$ cat config.mk
export PLATFORM = sky130hd
export DESIGN_NAME = jtag_master_shift_engine
export DESIGN_NICKNAME = d
export VERILOG_FILES = /design/src/hw/rtl/jmse_pkg.sv /design/src/hw/rtl/jmse_front.sv /design/src/hw/rtl/jmse_queue.sv /design/src/hw/rtl/jmse_back.sv /design/src/hw/rtl/jtag_master_shift_engine.sv
export SDC_FILE = /design/constraint.sdc
export NUM_CORES = 1
export LEC_CHECK = 0
export BUFFER_PORTS_ARGS = -buffer_cell sky130_fd_sc_hd__buf_2
export CAP_MARGIN = 20
export CORE_MARGIN = 4
export CORE_UTILIZATION = 60
export CTS_CLUSTER_DIAMETER = 80
export DETAILED_ROUTE_END_ITERATION = 7
export PLACE_DENSITY = 0.91
export SYNTH_ARGS = -nofsm -noshare
export SYNTH_HDL_FRONTEND = slang
export SYNTH_SLANG_ARGS = --single-unit
$ cat constraint.sdc
create_clock -name clk_i -period 5.91 [get_ports clk_i]
set_clock_uncertainty 0.15 [all_clocks]
set_input_delay 0.2955 -clock clk_i [delete_from_list [all_inputs] [get_ports clk_i]]
set_output_delay 0.2955 -clock clk_i [all_outputs]
set_load 0.01 [all_outputs]
$ cat src/hw/rtl/jmse_pkg.sv
package jmse_pkg;

  // Data path width of the shift word and the reset sequence length.
  localparam int DataWidth   = 32;
  localparam int LenWidth    = $clog2(DataWidth) + 1;
  localparam int ResetCycles = 5;

  // Command codes carried in the op field.
  localparam logic [2:0] OP_TICK     = 3'd0;
  localparam logic [2:0] OP_RESET    = 3'd1;
  localparam logic [2:0] OP_IDLE     = 3'd2;
  localparam logic [2:0] OP_SHIFT_IR = 3'd3;
  localparam logic [2:0] OP_SHIFT_DR = 3'd4;
  localparam logic [2:0] OP_RUN      = 3'd5;

  // Result status codes.
  localparam logic [1:0] ST_OK     = 2'd0;
  localparam logic [1:0] ST_REJECT = 2'd1;
  localparam logic [1:0] ST_NO_JOB = 2'd2;

  // Tracked TAP states, with one merged set of IR and DR states.
  localparam logic [3:0] TAP_UNKNOWN = 4'd0;
  localparam logic [3:0] TAP_RESET   = 4'd1;
  localparam logic [3:0] TAP_IDLE    = 4'd2;
  localparam logic [3:0] TAP_SEL_DR  = 4'd3;
  localparam logic [3:0] TAP_SEL_IR  = 4'd4;
  localparam logic [3:0] TAP_CAPTURE = 4'd5;
  localparam logic [3:0] TAP_SHIFT   = 4'd6;
  localparam logic [3:0] TAP_EXIT1   = 4'd7;
  localparam logic [3:0] TAP_PAUSE   = 4'd8;
  localparam logic [3:0] TAP_EXIT2   = 4'd9;
  localparam logic [3:0] TAP_UPDATE  = 4'd10;

  // Class of an item as sorted by the front end.
  typedef enum logic [1:0] {
    ClsTick,
    ClsCmd,
    ClsNop
  } cls_e;

  // One classified item as it travels through the queue.
  typedef struct packed {
    cls_e                  cls;
    logic [2:0]            op;
    logic                  tdo;
    logic [DataWidth-1:0]  value;
    logic [LenWidth-1:0]   len;
    logic [9:0]            header;
    logic [9:0]            trailer;
    logic [15:0]           idle;
  } cmd_t;

  // One result item.
  typedef struct packed {
    logic                  tck;
    logic                  tms;
    logic                  tdi;
    logic [DataWidth-1:0]  word;
    logic                  done;
    logic [1:0]            status;
    logic [3:0]            tap;
  } res_t;

  // TAP transition table with the merged state numbering.
  function automatic logic [3:0] tap_next(input logic [3:0] s, input logic tms);
    logic [3:0] n;
    unique case (s)
      TAP_RESET:   n = tms ? TAP_RESET   : TAP_IDLE;
      TAP_IDLE:    n = tms ? TAP_SEL_DR  : TAP_IDLE;
      TAP_SEL_DR:  n = tms ? TAP_SEL_IR  : TAP_CAPTURE;
      TAP_SEL_IR:  n = tms ? TAP_RESET   : TAP_CAPTURE;
      TAP_CAPTURE: n = tms ? TAP_EXIT1   : TAP_SHIFT;
      TAP_SHIFT:   n = tms ? TAP_EXIT1   : TAP_SHIFT;
      TAP_EXIT1:   n = tms ? TAP_UPDATE  : TAP_PAUSE;
      TAP_PAUSE:   n = tms ? TAP_EXIT2   : TAP_PAUSE;
      TAP_EXIT2:   n = tms ? TAP_UPDATE  : TAP_SHIFT;
      TAP_UPDATE:  n = tms ? TAP_SEL_DR  : TAP_IDLE;
      default:     n = TAP_UNKNOWN;
    endcase
    return n;
  endfunction

endpackage

$ cat src/hw/rtl/jmse_front.sv
module jmse_front (
  input  logic [79:0]     s_tdata_i,
  input  logic [2:0]      s_tuser_i,
  output jmse_pkg::cmd_t  cmd_o
);

  logic [jmse_pkg::LenWidth-1:0]  len_raw;
  logic [jmse_pkg::LenWidth-1:0]  len_c;
  logic [jmse_pkg::LenWidth-1:0]  shamt;
  logic [jmse_pkg::DataWidth-1:0] mask;

  // Clamp the length into one to the data width and mask the value to it.
  assign len_raw = s_tdata_i[38:33];

  always_comb begin
    if (len_raw == '0) begin
      len_c = jmse_pkg::LenWidth'(1);
    end else if (len_raw > jmse_pkg::LenWidth'(jmse_pkg::DataWidth)) begin
      len_c = jmse_pkg::LenWidth'(jmse_pkg::DataWidth);
    end else begin
      len_c = len_raw;
    end
  end

  assign shamt = jmse_pkg::LenWidth'(jmse_pkg::DataWidth) - len_c;
  assign mask  = {jmse_pkg::DataWidth{1'b1}} >> shamt;

  // Sort the item into tick, command or ignored code.
  always_comb begin
    cmd_o.op      = s_tuser_i;
    cmd_o.tdo     = s_tdata_i[0];
    cmd_o.value   = s_tdata_i[32:1] & mask;
    cmd_o.len     = len_c;
    cmd_o.header  = s_tdata_i[48:39];
    cmd_o.trailer = s_tdata_i[58:49];
    cmd_o.idle    = s_tdata_i[74:59];
    unique case (s_tuser_i)
      jmse_pkg::OP_TICK: begin
        cmd_o.cls = jmse_pkg::ClsTick;
      end
      jmse_pkg::OP_RESET, jmse_pkg::OP_IDLE, jmse_pkg::OP_SHIFT_IR,
      jmse_pkg::OP_SHIFT_DR, jmse_pkg::OP_RUN: begin
        cmd_o.cls = jmse_pkg::ClsCmd;
      end
      default: begin
        cmd_o.cls = jmse_pkg::ClsNop;
      end
    endcase
  end

endmodule

$ cat src/hw/rtl/jmse_queue.sv
module jmse_queue (
  input  logic            clk_i,
  input  logic            rst_ni,
  input  logic            push_valid_i,
  output logic            push_ready_o,
  input  jmse_pkg::cmd_t  push_data_i,
  output logic            pop_valid_o,
  input  logic            pop_ready_i,
  output jmse_pkg::cmd_t  pop_data_o
);

  jmse_pkg::cmd_t mem_q [2];
  logic [1:0]     count_q, count_d;
  logic           wr_ptr_q, rd_ptr_q;
  logic           push, pop;

  assign push_ready_o = (count_q != 2'd2);
  assign pop_valid_o  = (count_q != 2'd0);
  assign pop_data_o   = mem_q[rd_ptr_q];
  assign push         = push_valid_i && push_ready_o;
  assign pop          = pop_ready_i && pop_valid_o;

  always_comb begin
    count_d = count_q;
    if (push && !pop) begin
      count_d = count_q + 2'd1;
    end else if (pop && !push) begin
      count_d = count_q - 2'd1;
    end
  end

  // Pointers and fill count.
  always_ff @(posedge clk_i or negedge rst_ni) begin
    if (!rst_ni) begin
      count_q  <= 2'd0;
      wr_ptr_q <= 1'b0;
      rd_ptr_q <= 1'b0;
    end else begin
      count_q <= count_d;
      if (push) begin
        wr_ptr_q <= ~wr_ptr_q;
      end
      if (pop) begin
        rd_ptr_q <= ~rd_ptr_q;
      end
    end
  end

  // Entry storage.
  always_ff @(posedge clk_i) begin
    if (push) begin
      mem_q[wr_ptr_q] <= push_data_i;
    end
  end

endmodule

$ cat src/hw/rtl/jmse_back.sv
module jmse_back (
  input  logic            clk_i,
  input  logic            rst_ni,
  input  logic            q_valid_i,
  output logic            q_ready_o,
  input  jmse_pkg::cmd_t  q_data_i,
  output logic            out_valid_o,
  input  logic            out_ready_i,
  output jmse_pkg::res_t  out_data_o
);

  // Job phase codes.
  localparam logic [3:0] PH_RESET   = 4'd0;
  localparam logic [3:0] PH_NAV     = 4'd1;
  localparam logic [3:0] PH_CAPTURE = 4'd2;
  localparam logic [3:0] PH_ENTER   = 4'd3;
  localparam logic [3:0] PH_HEADER  = 4'd4;
  localparam logic [3:0] PH_DATA    = 4'd5;
  localparam logic [3:0] PH_TRAILER = 4'd6;
  localparam logic [3:0] PH_UPDATE  = 4'd7;
  localparam logic [3:0] PH_RUN     = 4'd8;

  logic [3:0]                     tap_q, tap_d;
  logic [2:0]                     kind_q, kind_d;
  logic [3:0]                     phase_q, phase_d;
  logic [15:0]                    cnt_q, cnt_d;
  logic [jmse_pkg::DataWidth-1:0] sr_q, sr_d;
  logic [jmse_pkg::LenWidth-1:0]  len_q, len_d;
  logic [9:0]                     hdr_q, hdr_d;
  logic [9:0]                     trl_q, trl_d;
  logic [15:0]                    idle_q, idle_d;
  jmse_pkg::res_t                 res;
  jmse_pkg::res_t                 out_q;
  logic                           out_valid_q;
  logic                           pop;

  function automatic logic is_shift(input logic [2:0] k);
    return (k == jmse_pkg::OP_SHIFT_IR) || (k == jmse_pkg::OP_SHIFT_DR);
  endfunction

  function automatic logic [3:0] nav_target(input logic [2:0] k);
    logic [3:0] t;
    if (k == jmse_pkg::OP_SHIFT_IR) begin
      t = jmse_pkg::TAP_SEL_IR;
    end else if (k == jmse_pkg::OP_SHIFT_DR) begin
      t = jmse_pkg::TAP_SEL_DR;
    end else begin
      t = jmse_pkg::TAP_IDLE;
    end
    return t;
  endfunction

  // First phase of a job that starts from the given TAP state.
  function automatic logic [3:0] route_phase(input logic [3:0] s, input logic [2:0] k);
    logic [3:0] p;
    if (s == jmse_pkg::TAP_UNKNOWN || s > jmse_pkg::TAP_UPDATE) begin
      p = PH_RESET;
    end else if (is_shift(k) && s == nav_target(k)) begin
      p = PH_CAPTURE;
    end else begin
      p = PH_NAV;
    end
    return p;
  endfunction

  // TMS level that steps toward the job's target state.
  function automatic logic nav_tms(input logic [3:0] s, input logic [2:0] k);
    logic t;
    if (nav_target(k) == jmse_pkg::TAP_IDLE) begin
      t = (s == jmse_pkg::TAP_CAPTURE) || (s == jmse_pkg::TAP_SHIFT) ||
          (s == jmse_pkg::TAP_PAUSE) || (s == jmse_pkg::TAP_EXIT1) ||
          (s == jmse_pkg::TAP_EXIT2);
    end else begin
      t = (s != jmse_pkg::TAP_RESET);
    end
    return t;
  endfunction

  // A queued item is taken whenever the output register is free or drains.
  assign pop       = q_valid_i && (!out_valid_q || out_ready_i);
  assign q_ready_o = !out_valid_q || out_ready_i;

  // One item step: the job sequencer and the TAP tracker.
  always_comb begin
    logic [15:0]                   cnt_n;
    logic                          last;
    logic [jmse_pkg::LenWidth-1:0] sh;

    tap_d   = tap_q;
    kind_d  = kind_q;
    phase_d = phase_q;
    cnt_d   = cnt_q;
    sr_d    = sr_q;
    len_d   = len_q;
    hdr_d   = hdr_q;
    trl_d   = trl_q;
    idle_d  = idle_q;

    res        = '0;
    cnt_n      = cnt_q + 16'd1;
    last       = (cnt_n >= 16'(len_q));
    sh         = len_q - jmse_pkg::LenWidth'(1);

    if (pop) begin
      case (q_data_i.cls)
        jmse_pkg::ClsCmd: begin
          if (kind_q != 3'd0) begin
            res.status = jmse_pkg::ST_REJECT;
          end else begin
            len_d  = q_data_i.len;
            sr_d   = q_data_i.value;
            hdr_d  = q_data_i.header;
            trl_d  = q_data_i.trailer;
            idle_d = q_data_i.idle;
            kind_d = q_data_i.op;
            cnt_d  = 16'd0;
            if (q_data_i.op == jmse_pkg::OP_RESET) begin
              phase_d = PH_RESET;
            end else begin
              phase_d = route_phase(tap_q, q_data_i.op);
            end
          end
        end
        jmse_pkg::ClsTick: begin
          if (kind_q == 3'd0) begin
            res.status = jmse_pkg::ST_NO_JOB;
          end else begin
            res.tck = 1'b1;
            unique case (phase_q)
              PH_RESET: begin
                res.tms = 1'b1;
                cnt_d   = cnt_n;
                if (cnt_n >= 16'(jmse_pkg::ResetCycles)) begin
                  tap_d = jmse_pkg::TAP_RESET;
                  if (kind_q == jmse_pkg::OP_RESET) begin
                    res.done = 1'b1;
                  end else begin
                    phase_d = route_phase(jmse_pkg::TAP_RESET, kind_q);
                    cnt_d   = 16'd0;
                  end
                end
              end
              PH_NAV: begin
                res.tms = nav_tms(tap_q, kind_q);
                tap_d   = jmse_pkg::tap_next(tap_q, res.tms);
                if (tap_d == nav_target(kind_q)) begin
                  if (is_shift(kind_q)) begin
                    phase_d = PH_CAPTURE;
                  end else if (kind_q == jmse_pkg::OP_RUN && idle_q != 16'd0) begin
                    phase_d = PH_RUN;
                    cnt_d   = idle_q;
                  end else begin
                    res.done = 1'b1;
                  end
                end
              end
              PH_CAPTURE: begin
                tap_d   = jmse_pkg::tap_next(tap_q, 1'b0);
                phase_d = PH_ENTER;
              end
              PH_ENTER: begin
                tap_d   = jmse_pkg::tap_next(tap_q, 1'b0);
                cnt_d   = 16'd0;
                phase_d = (hdr_q != 10'd0) ? PH_HEADER : PH_DATA;
              end
              PH_HEADER: begin
                res.tdi = 1'b1;
                tap_d   = jmse_pkg::tap_next(tap_q, 1'b0);
                cnt_d   = cnt_n;
                if (cnt_n >= 16'(hdr_q)) begin
                  cnt_d   = 16'd0;
                  phase_d = PH_DATA;
                end
              end
              PH_DATA: begin
                // Rotate one data bit out and the sampled TDO bit in at the top.
                res.tdi = sr_q[0];
                res.tms = last && (trl_q == 10'd0);
                sr_d    = (sr_q >> 1) |
                          (jmse_pkg::DataWidth'(q_data_i.tdo) << sh);
                tap_d   = jmse_pkg::tap_next(tap_q, res.tms);
                cnt_d   = cnt_n;
                if (last) begin
                  cnt_d   = 16'd0;
                  phase_d = (trl_q != 10'd0) ? PH_TRAILER : PH_UPDATE;
                end
              end
              PH_TRAILER: begin
                res.tdi = 1'b1;
                res.tms = (cnt_n >= 16'(trl_q));
                tap_d   = jmse_pkg::tap_next(tap_q, res.tms);
                cnt_d   = cnt_n;
                if (res.tms) begin
                  phase_d = PH_UPDATE;
                end
              end
              PH_UPDATE: begin
                res.tdi  = 1'b1;
                res.tms  = 1'b1;
                tap_d    = jmse_pkg::tap_next(tap_q, 1'b1);
                res.word = sr_q;
                res.done = 1'b1;
              end
              PH_RUN: begin
                tap_d = jmse_pkg::tap_next(tap_q, 1'b0);
                if (cnt_q != 16'd0) begin
                  cnt_d = cnt_q - 16'd1;
                end
                if (cnt_d == 16'd0) begin
                  res.done = 1'b1;
                end
              end
              default: begin
                res.tck  = 1'b0;
                res.done = 1'b1;
              end
            endcase
            if (res.done) begin
              kind_d  = 3'd0;
              phase_d = PH_RESET;
              cnt_d   = 16'd0;
            end
          end
        end
        default: begin
          // Unused op codes pass through with no effect.
        end
      endcase
    end
    res.tap = tap_d;
  end

  // Job state registers.
  always_ff @(posedge clk_i or negedge rst_ni) begin
    if (!rst_ni) begin
      tap_q   <= jmse_pkg::TAP_UNKNOWN;
      kind_q  <= 3'd0;
      phase_q <= PH_RESET;
      cnt_q   <= 16'd0;
      sr_q    <= '0;
      len_q   <= '0;
      hdr_q   <= 10'd0;
      trl_q   <= 10'd0;
      idle_q  <= 16'd0;
    end else begin
      tap_q   <= tap_d;
      kind_q  <= kind_d;
      phase_q <= phase_d;
      cnt_q   <= cnt_d;
      sr_q    <= sr_d;
      len_q   <= len_d;
      hdr_q   <= hdr_d;
      trl_q   <= trl_d;
      idle_q  <= idle_d;
    end
  end

  // Output register that holds a result until its transfer.
  always_ff @(posedge clk_i or negedge rst_ni) begin
    if (!rst_ni) begin
      out_valid_q <= 1'b0;
    end else if (pop) begin
      out_valid_q <= 1'b1;
    end else if (out_ready_i) begin
      out_valid_q <= 1'b0;
    end
  end

  always_ff @(posedge clk_i) begin
    if (pop) begin
      out_q <= res;
    end
  end

  assign out_valid_o = out_valid_q;
  assign out_data_o  = out_q;

`ifndef SYNTHESIS
  // With no job the sequencer sits in its rest phase with a clear counter.
  assert property (@(posedge clk_i) disable iff (!rst_ni)
    (kind_q == 3'd0) |-> (phase_q == PH_RESET && cnt_q == 16'd0))
    else $error("idle job with stale phase or counter");

  // A finished job frees the engine for the next command.
  assert property (@(posedge clk_i) disable iff (!rst_ni)
    (pop && res.done) |=> (kind_q == 3'd0))
    else $error("job still busy after done");

  // A rejected command leaves the TAP and job untouched.
  assert property (@(posedge clk_i) disable iff (!rst_ni)
    (pop && res.status == jmse_pkg::ST_REJECT) |=> ($stable(tap_q) && $stable(kind_q)))
    else $error("rejected command changed state");

  // A driven TCK cycle always reports an ok status.
  assert property (@(posedge clk_i) disable iff (!rst_ni)
    (out_valid_q && out_q.tck) |-> (out_q.status == jmse_pkg::ST_OK))
    else $error("tck cycle with error status");
`endif

endmodule

$ cat src/hw/rtl/jtag_master_shift_engine.sv
// JTAG master shift engine. Each input transfer is a command (reset, go idle, shift IR,
// shift DR, run test) or a TCK tick, and each one yields exactly one result transfer.
// A tick during a job drives one TCK cycle with its TMS and TDI levels and feeds in the TDO level
// sampled during that cycle; the tick that finishes a job sets tlast and, for a shift,
// returns the captured word. The engine takes one transfer per clock while the output side
// accepts results: a decoder feeds a two-entry queue, and the execution unit handles one queued
// item per clock into an output register, which holds a result until it is taken. The job
// sequencer updates its state in that single step, which sets the rate.
module jtag_master_shift_engine (
  input  logic        clk_i,
  input  logic        rst_ni,
  input  logic        s_axis_tvalid_i,
  output logic        s_axis_tready_o,
  // tdata: tdo_level[0], shift_value[32:1], shift_length[38:33], header_bits[48:39],
  // trailer_bits[58:49], idle_cycles[74:59], zero fill above.
  input  logic [79:0] s_axis_tdata_i,
  // tuser: op[2:0].
  input  logic [2:0]  s_axis_tuser_i,
  output logic        m_axis_tvalid_o,
  input  logic        m_axis_tready_i,
  // tdata: tck_pulse[0], tms_out[1], tdi_out[2], captured_word[34:3], tap_now[38:35],
  // zero fill above.
  output logic [39:0] m_axis_tdata_o,
  // tlast: job_done.
  output logic        m_axis_tlast_o,
  // tuser: status[1:0].
  output logic [1:0]  m_axis_tuser_o
);

  jmse_pkg::cmd_t front_cmd;
  jmse_pkg::cmd_t queue_cmd;
  jmse_pkg::res_t result;
  logic           queue_valid;
  logic           queue_ready;

  // Decode and sort each input transfer.
  jmse_front u_front (
    .s_tdata_i (s_axis_tdata_i),
    .s_tuser_i (s_axis_tuser_i),
    .cmd_o     (front_cmd)
  );

  // Queue between the decoder and the execution unit.
  jmse_queue u_queue (
    .clk_i        (clk_i),
    .rst_ni       (rst_ni),
    .push_valid_i (s_axis_tvalid_i),
    .push_ready_o (s_axis_tready_o),
    .push_data_i  (front_cmd),
    .pop_valid_o  (queue_valid),
    .pop_ready_i  (queue_ready),
    .pop_data_o   (queue_cmd)
  );

  // Job sequencer, TAP tracker and output register.
  jmse_back u_back (
    .clk_i       (clk_i),
    .rst_ni      (rst_ni),
    .q_valid_i   (queue_valid),
    .q_ready_o   (queue_ready),
    .q_data_i    (queue_cmd),
    .out_valid_o (m_axis_tvalid_o),
    .out_ready_i (m_axis_tready_i),
    .out_data_o  (result)
  );

  // Pack the result fields onto the output stream.
  assign m_axis_tdata_o = {1'b0, result.tap, result.word, result.tdi, result.tms, result.tck};
  assign m_axis_tlast_o = result.done;
  assign m_axis_tuser_o = result.status;

endmodule

---- Word level (Yosys, flattened, before mapping) ----
Memories as Yosys holds them, arrays and structs flattened.
Index checks and enable logic that the tools add are counted.
cells by class
  $add $sub $neg .......................... 6
  order comparisons ....................... 6
  eq/ne operators ......................... 52
  shifts and indexed selects .............. 2
  muxes and demuxes ....................... 129
  bitwise logic cells ..................... 7
  reductions and logical operators ........ 50
operators with widths
  cell                   number
  $mux 16                15
  $mux 4                 40
  $pmux 16 s7            1
  $mux 32                3
  $pmux 4 s8             3
  $pmux 32 s2            1
  $mux 1                 36
  $pmux 4 s9             1
  $and 32x32->32         1
  $eq 4x3->1 const B     8
  $ge 16x10->1           2
  $or 31x32->32          1
  $pmux 16 s2            1
  $reduce_bool 16->1     2
  $shl 1x6->32           1
  $shr 32x6->32 const A  1
  $pmux 4 s7             1
  $mux 2                 12
  $ne 4x3->1 const B     6
  $eq 4x2->1 const B     5
  $reduce_bool 10->1     2
  $mux 3                 6
  $ne 9x9->1 const B     2
  $add 16x1->16 const B  1
  47 further kinds       100
word-level totals
  bits in registers ....................... 148
  memory bits (writable) .................. 160
  memory bits (read-only) ................. 320
  bits of input ports ..................... 87
  output and inout port bits .............. 45
  logic and storage cells ................. 278
  memories kept ........................... 6
memory list
  memory            depth  bits a word  rd ports  clocked after Yosys merged registers in  wr ports  RTL line          source
  u_queue.mem_q     2      80           1         0                                        1         jmse_queue.sv:12  jmse_pkg::cmd_t mem_q [2];
  (name not given)  16     4            1         0                                        0         jmse_pkg.sv:67    unique case (s)
  (name not given)  16     4            1         0                                        0         jmse_pkg.sv:67
  (name not given)  16     4            1         0                                        0         jmse_pkg.sv:67
  (name not given)  16     4            1         0                                        0         jmse_pkg.sv:67
  (name not given)  16     4            1         0                                        0         jmse_pkg.sv:67

---- Longest topological paths before layout ----
Gate-level depths: netlist of the first run.
  depth after elaboration ................. 28
  depth in mapped cells ................... 16
  depth with buffers taken out ............ 14

---- Cells and area by module ----
Synthesis of the first run repeated with hierarchy kept, for this count alone.
second synthesis, totals
  cell total of the unflattened synthesis .. 1,441
  area, all modules ....................... 16,798.6 µm²
modules (own cells, without submodules)
  module                    instances  cells each  area each (µm²)  seq. area each (µm²)
  jmse_back                 1          1,043       9,456.6          3,813.7
  jmse_queue                1          267         6,367.4          4,904.7
  jmse_front                1          129         963.4            0.0
  jtag_master_shift_engine  1          2           11.3             0.0

---- Worst setup path before layout of the first run ----
OpenSTA, ideal clock, no wires.
  path type ............................... register -> register
  from .................................... reg u_queue.count_q[0]
  to ...................................... mem u_queue.mem_q[0][0] in the netlist's numbering, enable pin
  data arrival time ....................... 4,064 ps
  data required time ...................... 5,241 ps
  path slack .............................. 1,178 ps
  stages on the path, launching flop included .. 4
  buffers on the path ..................... 0
  clock period less this slack ............ 4,732 ps
  cell sequence ........................... dfrtp_1 -> nand2b_1 -> nand2_1 -> nor2_1
on the way
  longest elaborated chain between the ends .. 4
RTL lines
  item                          RTL line                        source
  from (decl)                   jmse_queue.sv:13                logic [1:0] count_q, count_d;
  from (signal assigned)        jmse_queue.sv:39                count_q <= count_d;
  $ne 2x2->1                    jmse_queue.sv:17                assign push_ready_o = (count_q != 2'd2);
  named net s_axis_tready_o     jtag_master_shift_engine.sv:13  output logic s_axis_tready_o,
  $logic_and 1x1->1             jmse_queue.sv:20                assign push = push_valid_i && push_ready_o;
  $mux 1                        jmse_queue.sv:51                if (push) begin
  $mux 1 (implied by the code)  jmse_queue.sv:52                mem_q[wr_ptr_q] <= push_data_i;
  to (decl)                     jmse_queue.sv:12
The timed path passes the listed nets, and every way through them passes these cells.

---- Final worst setup path of the first run ----
  from .................................... reg u_back.cnt_q[4]
  to ...................................... reg u_back.cnt_q[11]
on the way
  longest elaborated chain between the ends .. 15
RTL lines
  item                                                                    RTL line          source
  from (decl)                                                             jmse_back.sv:26   logic [15:0] cnt_q, cnt_d;
  from (signal assigned)                                                  jmse_back.sv:249  cnt_q <= cnt_d;
  parallel branches: the longest is 15 deep, another holds $sub 16x1->16  n/a
Several ways; the timed one is not identified. The select of a mux whose other input is x is not followed.
A chain may end at the register's enable or synchronous reset.

==> flow_summary.yaml, run 1 <==
synth:
  syn_area_um2: 15500
  yosysTopAreaCell: "edfxtp_1"
  synthArstFlopShare: 0.344
  netlist_instances: 1417
  yosys_warnings: 0
  synth.top_cells.by_count: "edfxtp_1, nand2_1, dfrtp_1, o21ai_0, nor2_1"
  synth_nets: 1544
  synth-main-ff-cell: "edfxtp_1"
  yosysSeqAreaShare: 0.562
  synth_cell_types: 80
  yosysMostFrequentCell: "edfxtp_1"
  ys_ff_latch: 308
  yosys-top-cells-area: "edfxtp_1, dfrtp_1, a211oi_1"
  post-synth-top-area-fraction: 0.391
  avgSynthCellArea_um2: 11.0
  synth_edf_count: 202
sta:
  fmax_mhz: 203
  setup_violations: 0
  relSlewSlack: 0.153
  finalMaxSlewViolations: 0
  tightest_slew_ps: 1260
  period_share: 0.834
  period_minus_slack_ps: 4930
  rsz0062_at_grt: "no"
  finalHoldViolations: 0
  totalNegativeSetupSlack_ps: 0
clocking:
  numCtsBuffers: 31
  cts_sinks: 308
  clock_latency_ps: 580
  clockBufferDepth: 3
  htreeDepth: 1
  tritoncts: "built"
  ctsRootBufferMaster: "clkbuf_16"
  cts.clk_slew.worst_paths_ps: 70
routing:
  wl_per_cell_um: 22.1
  ant_nets: 0
  routed_wl_mm: 42.7
  initialDrtViolationCount: 1575
  drc: 0
  num_vias: 12609
  first_pass_iters: 6
  viasPerCell: 6.53
grt:
  grt_pass1_wl_mm: 66.6
  overflow: 0
  grt_max_degree: 87
  grt_pass1_vias: 12132
  grtUsageTotal: 0.293
  antenna_found_initial: 0
floorplan:
  placementRows: 58
  dieArea_um2: 28500
  die_height_um: 169
  io_pins: 132
  start_util: 0.613
  coreArea_um2: 25300
  die-width_um: 169
worst_setup_path:
  crit_arrival_ps: 5280
  worstPathRequired_ps: 6260
  crit_path_end_kind: "flop"
  cp_max_fo: 18
  crit_path_start_kind: "flop"
  critPathLaunch: "u_back.cnt_q[4]"
  criticalPathCategory: "flop to flop"
  reg2reg_from: "u_back.cnt_q[4]"
  worst_r2r_path_depth: 13
worst_hold_path:
  hold_class: "input port to flop"
  hold_depth: 2
  worstHoldStart: "s_axis_tdata_i[37]"
placed_design:
  place.gp.congestion: 0.927
  dp_hpwl_mm: 27.3
  placedCellCount: 1796
  portBuffers: 125
power_and_ir_drop:
  leakagePower_nw: 7.29
  power_density_nw_per_um2: 556
  ir_worst_vdd_uv: 333
layout:
  fin_cells: 1932
  n_antenna_cell: 0
  area_growth_pct: 16.9
  nets: 1704
  drive_gt1_frac: 0.134
run:
  maxCapViolCount: 0
run_status:
  outcome: "completed"
[per-stage QoR]
step                      worst slack, ps  cell area [um^2]  hold WS, ps   util  total power [mW]
after global placement               1310             16300          223  0.645              7.78
after detailed placement             1230             16300          222  0.645              7.93
after global routing                  602             18100         37.9  0.716              10.7
after CTS                            1150             18100         7.05  0.716              9.94
after floorplan                      1180             15500         -150      -              6.62
final                                 981             18100         36.2  0.716              10.1
[final cells by class]
cell class              instances  area (um^2)
repair buffers                219         1530
clock inverters                16          154
fillers                      1595         7190
flip-flops and latches        308         8720
multi-input cells             964         6260
clock buffers                  42          857
inverters                      53          199
well taps                     330          413
[cell families (layout without fill, tap and decap cells)]
| group | count (synthesis) | count (layout) | synth area share |
|---|---|---|---|
| fa+ha+maj | 40 | 40 | 0.0322 |
| compound gates | 365 | 365 | 0.159 |
| simple gates | 472 | 472 | 0.156 |
| other cells | 1 | 1 | 0.000242 |
| flops | 308 | 308 | 0.562 |
| mux | 55 | 55 | 0.0360 |
| buf+inv | 145 | 330 | 0.0371 |
| xor+xnor | 31 | 31 | 0.0175 |
[what timing repair did]
action | CTS | global route
endpoints found under the hold margin | 206 | 0
hold buffers | 78 | 0
resized for setup | 0 | 0
setup buffers | 0 | 0
[path summary, 6_finish.rpt]
check	endpoint	slack [ps]
worst min register to register	u_back.out_valid_o	350
worst max register to register	u_back.cnt_q[11]	980
max in group asynchronous	u_queue.rd_ptr_q	4210
min in group asynchronous	u_back.cnt_q[13]	150
worst min-delay path	u_queue.mem_q[1][40]	40
worst max-delay path	u_back.cnt_q[11]	980
[state kept, by name (all words and copies together), names as in the netlist]
register / flops
u_queue.mem_q: 160
u_queue.wr_ptr_q: 1
u_back.kind_q: 3
u_back.tap_q: 4
u_queue.count_q: 2
u_back.cnt_q: 16
u_back.trl_q: 10
u_back.out_valid_o: 1
u_queue.rd_ptr_q: 1
u_back.sr_q: 32
u_back.phase_q: 4
u_back.hdr_q: 10
u_back.idle_q: 16
u_back.out_data_o: 42
u_back.len_q: 6
[cell usage in the layout (no fill, tap or decap), types with 10 or more instances in the layout]
| cell | count |
|---|---|
| edfxtp_1 | 202 |
| nand2_1 | 143 |
| buf_2 | 124 |
| dfrtp_1 | 105 |
| o21ai_0 | 89 |
| nor2_1 | 83 |
| dlygate4sd3_1 | 78 |
| a211oi_1 | 75 |
| inv_1 | 53 |
| mux2i_1 | 49 |
| a21oi_1 | 47 |
| nor2b_1 | 45 |
| ha_1 | 40 |
| and2_1 | 38 |
| nor3_1 | 37 |
| o31ai_1 | 37 |
| clkbuf_16 | 31 |
| xnor2_1 | 20 |
| nand3_1 | 19 |
| nor4_1 | 18 |
| nand2b_1 | 17 |
| buf_4 | 17 |
| nand4_1 | 14 |
| o22ai_1 | 14 |
| o21a_1 | 12 |
| xor2_1 | 11 |
| and3_1 | 10 |
[metal layers]
layer,vias to the layer above,share of wire,track usage
li1,5624,-,-
met1,6083,0.39,0.396
met2,770,0.49,0.493
met3,132,0.090,0.0458
met4,0,0.033,0.0903
met5,-,0,0
[worst max-delay path, stage by stage, from the launching register on]
cell	delay, ps
dfrtp_1	730
nand4_1	410
nor2_1	380
xnor2_1	290
ha_1	330
a211oi_1	220
o21ai_0	130
a41oi_1	200
o21ai_0	170
a211oi_1	640
o211a_1	730
o21ai_0	170
o21ai_0	180
o2bb2ai_1	120
[power breakdown]
group	switching (mW)	internal (mW)
combinational	2.82	1.61
clock	0.840	1.11
sequential	0.656	3.05
total	4.32	5.77
No activity file was read; power rests on OpenSTA's default activity.
==> run 2, diff against run 1 <==
--- a/config.mk
+++ b/config.mk
@@ -8,10 +8,10 @@
 export BUFFER_PORTS_ARGS = -buffer_cell sky130_fd_sc_hd__buf_2
 export CAP_MARGIN = 20
 export CORE_MARGIN = 4
-export CORE_UTILIZATION = 60
+export CORE_UTILIZATION = 54
 export CTS_CLUSTER_DIAMETER = 80
 export DETAILED_ROUTE_END_ITERATION = 7
-export PLACE_DENSITY = 0.91
+export PLACE_DENSITY = 0.87
 export SYNTH_ARGS = -nofsm -noshare
 export SYNTH_HDL_FRONTEND = slang
 export SYNTH_SLANG_ARGS = --single-unit
==> constraint.sdc (replaced) <==
create_clock -name clk_i -period 4 [get_ports clk_i]
set_clock_uncertainty 0.15 [all_clocks]
set_input_delay 0.2 -clock clk_i [delete_from_list [all_inputs] [get_ports clk_i]]
set_output_delay 0.2 -clock clk_i [all_outputs]
set_load 0.01 [all_outputs]
==> run 2 against run 1 <==
  * Final cell count is 4.6% higher
  * Via count is 2.0% lower
  * Utilization is 5.6 points lower
  * First-iteration DRC count is 5.5% lower
  * Register-to-register slack worse by 780 ps
  * Flip-flop and latch count stayed put
  * Critical path depth is 2 lower
  * Power is 49% higher
  * Sequential share of layout area is 1.1 points lower
  * Worst hold slack better by 41 ps
  * Design area is 2.3% higher
  * Die area is 11% higher
  * Largest cell class unchanged
==> flow_summary.yaml, run 2 (same netlist as run 1, synthesis figures left out) <==
worst_hold_path:
  hold_class: "input port to asynchronous set/reset pin"
sta:
  relSlewSlack: 0.300
  finalMaxSlewViolations: 0
  finalHoldViolations: 0
  tightest_slew_ps: 1050
  fin_ws_ps: 205
  period_minus_slack_ps: 3790
  setup_violations: 0
  fmax_mhz: 264
  period_share: 0.949
  totalNegativeSetupSlack_ps: 0
  rsz0062_at_grt: "no"
placed_design:
  post-place-ws_ps: 80.5
  dp_hpwl_mm: 27.5
  place.gp.congestion: 0.952
  portBuffers: 125
layout:
  num-fill-cells: 2082
  largest_register: "u_queue.mem_q"
  nets: 1746
  largest_register_ffs: 160
  n_antenna_cell: 0
  regArea_um2: 8720
  layout_commonest_cell: "edfxtp_1"
  multi_input_area_um2: 6280
  area_growth_pct: 19.5
  final_cell_mix: "edfxtp_1, nand2_1, buf_2"
  drive_gt1_frac: 0.156
floorplan:
  coreArea_um2: 28100
  io_pins: 132
  die-width_um: 178
  die_height_um: 178
  placementRows: 61
  dieArea_um2: 31500
  start_util: 0.553
routing:
  wl_met2_mm: 19.2
  viasPerCell: 6.11
  wl_per_cell_um: 20.1
  m1WireLength_mm: 16.4
  wl_met3_mm: 3.50
  ant_nets: 0
  drc: 0
  routed_wl_mm: 40.6
  first_pass_iters: 6
  initialDrtViolationCount: 1488
  num_vias: 12358
  top_layer: "met4"
worst_setup_path:
  reg2reg_slack_ps: 210
  critPathLaunch: "u_back.cnt_q[0]"
  crit_path_end_kind: "flop"
  criticalPathCategory: "flop to flop"
  crit_arrival_ps: 4120
  reg2reg_from: "u_back.cnt_q[0]"
  worst_r2r_path_depth: 11
  crit_path_start_kind: "flop"
  cp_max_fo: 22
  worstPathRequired_ps: 4320
  r2r_end: "u_back.cnt_q[10]"
  critPathCapture: "u_back.cnt_q[10]"
grt:
  grtUsageTotal: 0.256
  grt_max_degree: 88
  overflow: 0
  grt_pass1_wl_mm: 64.3
  grt_pass1_vias: 11935
  antenna_found_initial: 0
power_and_ir_drop:
  ir_worst_vdd_uv: 426
  leakagePower_nw: 7.51
  power_density_nw_per_um2: 810
clocking:
  cts.clk_slew.worst_paths_ps: 70
  tritoncts: "built"
  numCtsBuffers: 30
  cts_sinks: 308
  clockBufferDepth: 3
  ctsRootBufferMaster: "clkbuf_16"
  clock_latency_ps: 570
  htreeDepth: 1
run:
  maxCapViolCount: 0
run_status:
  outcome: "completed"
## run 2: worst max-delay path: stages (launching register included)
cell      delay (ps)
dfrtp_1          400
ha_1             290
nand4_1          190
buf_4            190
nor3_1           350
o211ai_1         170
a2111o_1         480
o21ai_0          310
nand3_1          120
or4_4            600
o31a_1           340
o22ai_1          120
## run 2: layout make-up
cell class	count	share of cell area
Multi-Input combinational cell	964	0.339
Clock buffer	42	0.0457
Timing Repair Buffer	262	0.102
Tap cell	378	0.0255
Sequential cell	308	0.470
Inverter	53	0.0107
Clock inverter	14	0.00769
## run 2: worst min path at each step
| stage | startpoint | endpoint |
|---|---|---|
| 2_1_floorplan | rst_ni | u_back.cnt_q[0] |
| 3_3_place_gp | rst_ni | u_back.trl_q[4] |
| 3_5_place_dp | rst_ni | u_back.trl_q[4] |
| 4_1_cts | rst_ni | u_back.hdr_q[1] |
| 5_1_grt | rst_ni | u_back.hdr_q[9] |
| 6_report | rst_ni | u_back.trl_q[7] |
## run 2: repair_timing
| item | in CTS | in global routing |
|---|---|---|
| endpoints found under the setup margin | 0 | 3 |
| hold buffers | 81 | 0 |
| gates resized for setup | 0 | 4 |
| setup buffers | 0 | 0 |
| hold endpoints to repair | 209 | 0 |
## run 2: report_power, final
| group | internal (mW) | switching [mW] | leakage (nW) |
|---|---|---|---|
| Combinational | 2.66 | 4.31 | 3.75 |
| Sequential | 4.51 | 0.757 | 3.29 |
| Clock | 1.61 | 1.19 | 0.474 |
| Total | 8.77 | 6.26 | 7.51 |
## run 2: routing by layer
metal	vias to the layer above	global-route usage
met2	651	0.419
met1	5890	0.353
li1	5697	-
met3	120	0.0401
met4	0	0.0838
met5	-	0
## run 2: per-stage QoR
step	cell area [um^2]	utilization	hold slack, ps	cells	total power [mW]
3_3_place_gp	16700	0.596	101	1884	11.7
5_1_grt	18600	0.660	115	2021	15.9
4_1_cts	18500	0.660	63.1	2021	14.8
6_report	18600	0.660	77.1	2021	15.0
3_5_place_dp	16700	0.596	115	1884	12.0
2_1_floorplan	15500	-	-246	1417	9.77
==> run 3, diff against run 2 <==
--- a/config.mk
+++ b/config.mk
@@ -8,10 +8,11 @@
 export BUFFER_PORTS_ARGS = -buffer_cell sky130_fd_sc_hd__buf_2
 export CAP_MARGIN = 20
 export CORE_MARGIN = 4
-export CORE_UTILIZATION = 54
+export CORE_UTILIZATION = 55
 export CTS_CLUSTER_DIAMETER = 80
 export DETAILED_ROUTE_END_ITERATION = 7
-export PLACE_DENSITY = 0.87
+export PLACE_DENSITY = 0.88
 export SYNTH_ARGS = -nofsm -noshare
 export SYNTH_HDL_FRONTEND = slang
+export SYNTH_HIERARCHICAL = 1
 export SYNTH_SLANG_ARGS = --single-unit
==> run 3 against run 2 <==
  * Die area up 6.0%
  * Global-route usage rose by 2.4 points
  * Setup slack worse by 62 ps
  * Synthesized area grew 8.2%
  * Count of clock-buffer cells in the layout up 4
  * Utilization fell by 0.34 points
  * Synthesized cell count increased by 1.7%
  * Wire length rose by 18%
  * Maximum frequency fell by 1.6%
  * Sequential share of layout area is 2.6 points lower
==> flow_summary.yaml, run 3 <==
run_status:
  outcome: "completed"
clocking:
  ctsRootBufferMaster: "clkbuf_16"
  clockBufferDepth: 3
  cts.clk_slew.worst_paths_ps: 70
  numCtsBuffers: 34
  htreeDepth: 2
  clock_latency_ps: 520
  tritoncts: "built"
  cts_sinks: 308
layout:
  area_growth_pct: 16.9
  nets: 1755
  final_cell_mix: "edfxtp_1, buf_2, nand2_1"
  num-fill-cells: 2103
  regArea_um2: 8720
  layout_commonest_cell: "edfxtp_1"
  largest_register_ffs: 160
  drive_gt1_frac: 0.259
  largest_register: "u_queue/mem_q"
  multi_input_area_um2: 7160
  n_antenna_cell: 0
  finalInstanceArea_um2: 19600
synth:
  yosysMostFrequentCell: "edfxtp_1"
  synth_adder_area_share: 0.0283
  yosys.area_share.xor_xnor: 0.0146
  synth-compound-area-share: 0.130
  muxShareOfSynthArea: 0.104
  synth_nets: 1566
  synth_top_family_by_area: "simple AND/OR/NAND/NOR gates"
  avgSynthCellArea_um2: 11.7
  syn_area_um2: 16800
  post-synth-top-area-fraction: 0.361
  synth-main-ff-cell: "edfxtp_1"
  synth_cell_types: 102
  yosysSeqAreaShare: 0.519
  yosys_warnings: 6
  yosys.area_share.simple: 0.144
  synth.top_cells.by_count: "edfxtp_1, nand2_1, dfrtp_1, mux2_4, o21ai_0"
  ys_ff_latch: 308
  synth_edf_count: 202
  yosysTopAreaCell: "edfxtp_1"
  netlist_instances: 1441
  synthArstFlopShare: 0.344
  yosys-top-cells-area: "edfxtp_1, dfrtp_1, mux2_4"
worst_setup_path:
  reg2reg_slack_ps: 140
  crit_path_end_kind: "flop"
  crit_path_start_kind: "flop"
  worstPathRequired_ps: 4080
  criticalPathCategory: "flop to flop"
  crit_arrival_ps: 3940
  cp_max_fo: 10
sta:
  period_minus_slack_ps: 3860
  finalMaxSlewViolations: 0
  fin_ws_ps: 143
  tightest_slew_ps: 1090
  fmax_mhz: 259
  relSlewSlack: 0.273
  period_share: 0.964
  setup_violations: 0
  finalHoldViolations: 0
  totalNegativeSetupSlack_ps: 0
  holdWs_ps: 15.5
routing:
  drc: 0
  viasPerCell: 6.46
  routed_wl_mm: 47.8
  ant_nets: 0
  first_pass_iters: 8
  wl_per_cell_um: 23.4
  initialDrtViolationCount: 1847
  num_vias: 13208
placed_design:
  dpl_cell_area_um2: 17700
  place.gp.congestion: 1.00
  portBuffers: 125
  dp_hpwl_mm: 30.5
  post-place-ws_ps: -31.4
grt:
  antenna_found_initial: 0
  grt_pass1_wl_mm: 74.6
  grt_most_used_layer: "met2"
  grtUsageTotal: 0.280
  grt_use_met1: 0.379
  grt_max_degree: 81
  grt_pass1_vias: 13110
  met2_usage: 0.443
  overflow: 0
  grtUsageMet3: 0.0649
power_and_ir_drop:
  sw_frac_of_total: 0.421
  pwr-share-comb: 0.496
  power_frac_clock: 0.184
  internal-power_mw: 9.57
  netSwitchingPower_mw: 6.96
  ir_worst_vdd_uv: 513
  leakagePower_nw: 8.20
  power_density_nw_per_um2: 842
  seqPwrFrac: 0.320
run:
  maxCapViolCount: 0
floorplan:
  die-width_um: 183
  coreArea_um2: 29900
  start_util: 0.562
  placementRows: 63
  dieArea_um2: 33400
  die_height_um: 183
  io_pins: 132
worst_hold_path:
  hold_class: "input port to flop"
==> run 3: final cells by class <==
class,instances,area share
inverters,52,0.00994
clock buffers,46,0.0477
repair buffers,280,0.102
multi-input cells,954,0.365
clock inverters,14,0.00637
flip-flops and latches,308,0.444
well taps,390,0.0249
==> run 3: through the flow <==
stage | power [mW] | std cells | util
after CTS | 16.1 | 2042 | 0.655
final | 16.5 | 2044 | 0.657
after detailed placement | 12.9 | 1903 | 0.592
after global placement | 12.7 | 1903 | 0.592
after floorplan | 10.6 | 1441 | -
after global routing | 17.3 | 2044 | 0.657
==> run 3: worst paths after layout <==
kind,startpoint,cells after the start,to
setup reg to reg,u_back/cnt_q[0],11,u_back/out_data_o[1]
min in group asynchronous,rst_ni,2,u_back/trl_q[2]
hold reg to reg,u_back/sr_q[22],2,u_back/sr_q[22]
hold / removal,s_axis_tdata_i[33],3,u_queue/mem_q[0][36]
setup / recovery,u_back/cnt_q[0],11,u_back/out_data_o[1]
max in group asynchronous,rst_ni,3,u_back/sr_q[4]
==> run 3: power by group through the flow <==
stage               combinational (mW)  sequential, mW  clock, mW
floorplan                         5.51            5.10          0
global placement                  7.46            5.23          0
detailed placement                7.64            5.29          0
CTS                               7.80            5.24       3.05
global route                      8.72            5.38       3.23
finish                            8.20            5.29       3.05
==> run 3: worst max-delay path, stage by stage (launching register included) <==
cell,delay (ps)
dfrtp_1,400
buf_4,200
inv_1,110
ha_1,450
ha_1,270
nor3b_1,270
o21ai_0,160
a221oi_1,370
nor4b_2,440
o22ai_2,270
a221oi_1,320
o211ai_1,140
==> run 3: kinds of logic (layout without fill, tap and decap cells) <==
kind of cell | count (synthesis) | count (layout)
buffers and inverters | 179 | 392
AO/OA/AOI/OAI | 316 | 316
flip-flops | 308 | 308
other | 1 | 1
XOR/XNOR | 25 | 25
AND/OR/NAND/NOR | 444 | 444
multiplexers | 130 | 130
adder cells (fa/ha/maj) | 38 | 38
==> run 3: repair_timing <==
action                                  in CTS  in global routing
buffers inserted                             0                  1
pin swaps                                    0                  1
hold endpoints to repair                   229                  0
endpoints found under the setup margin       4                 13
hold buffers                                79                  0
resized for setup                            2                  8
==> run 3: metal layers <==
metal / up-vias / share of wire
met3: 157 / 0.11
li1: 5757 / -
met1: 6360 / 0.39
met2: 934 / 0.46
met4: 0 / 0.042
met5: - / 0
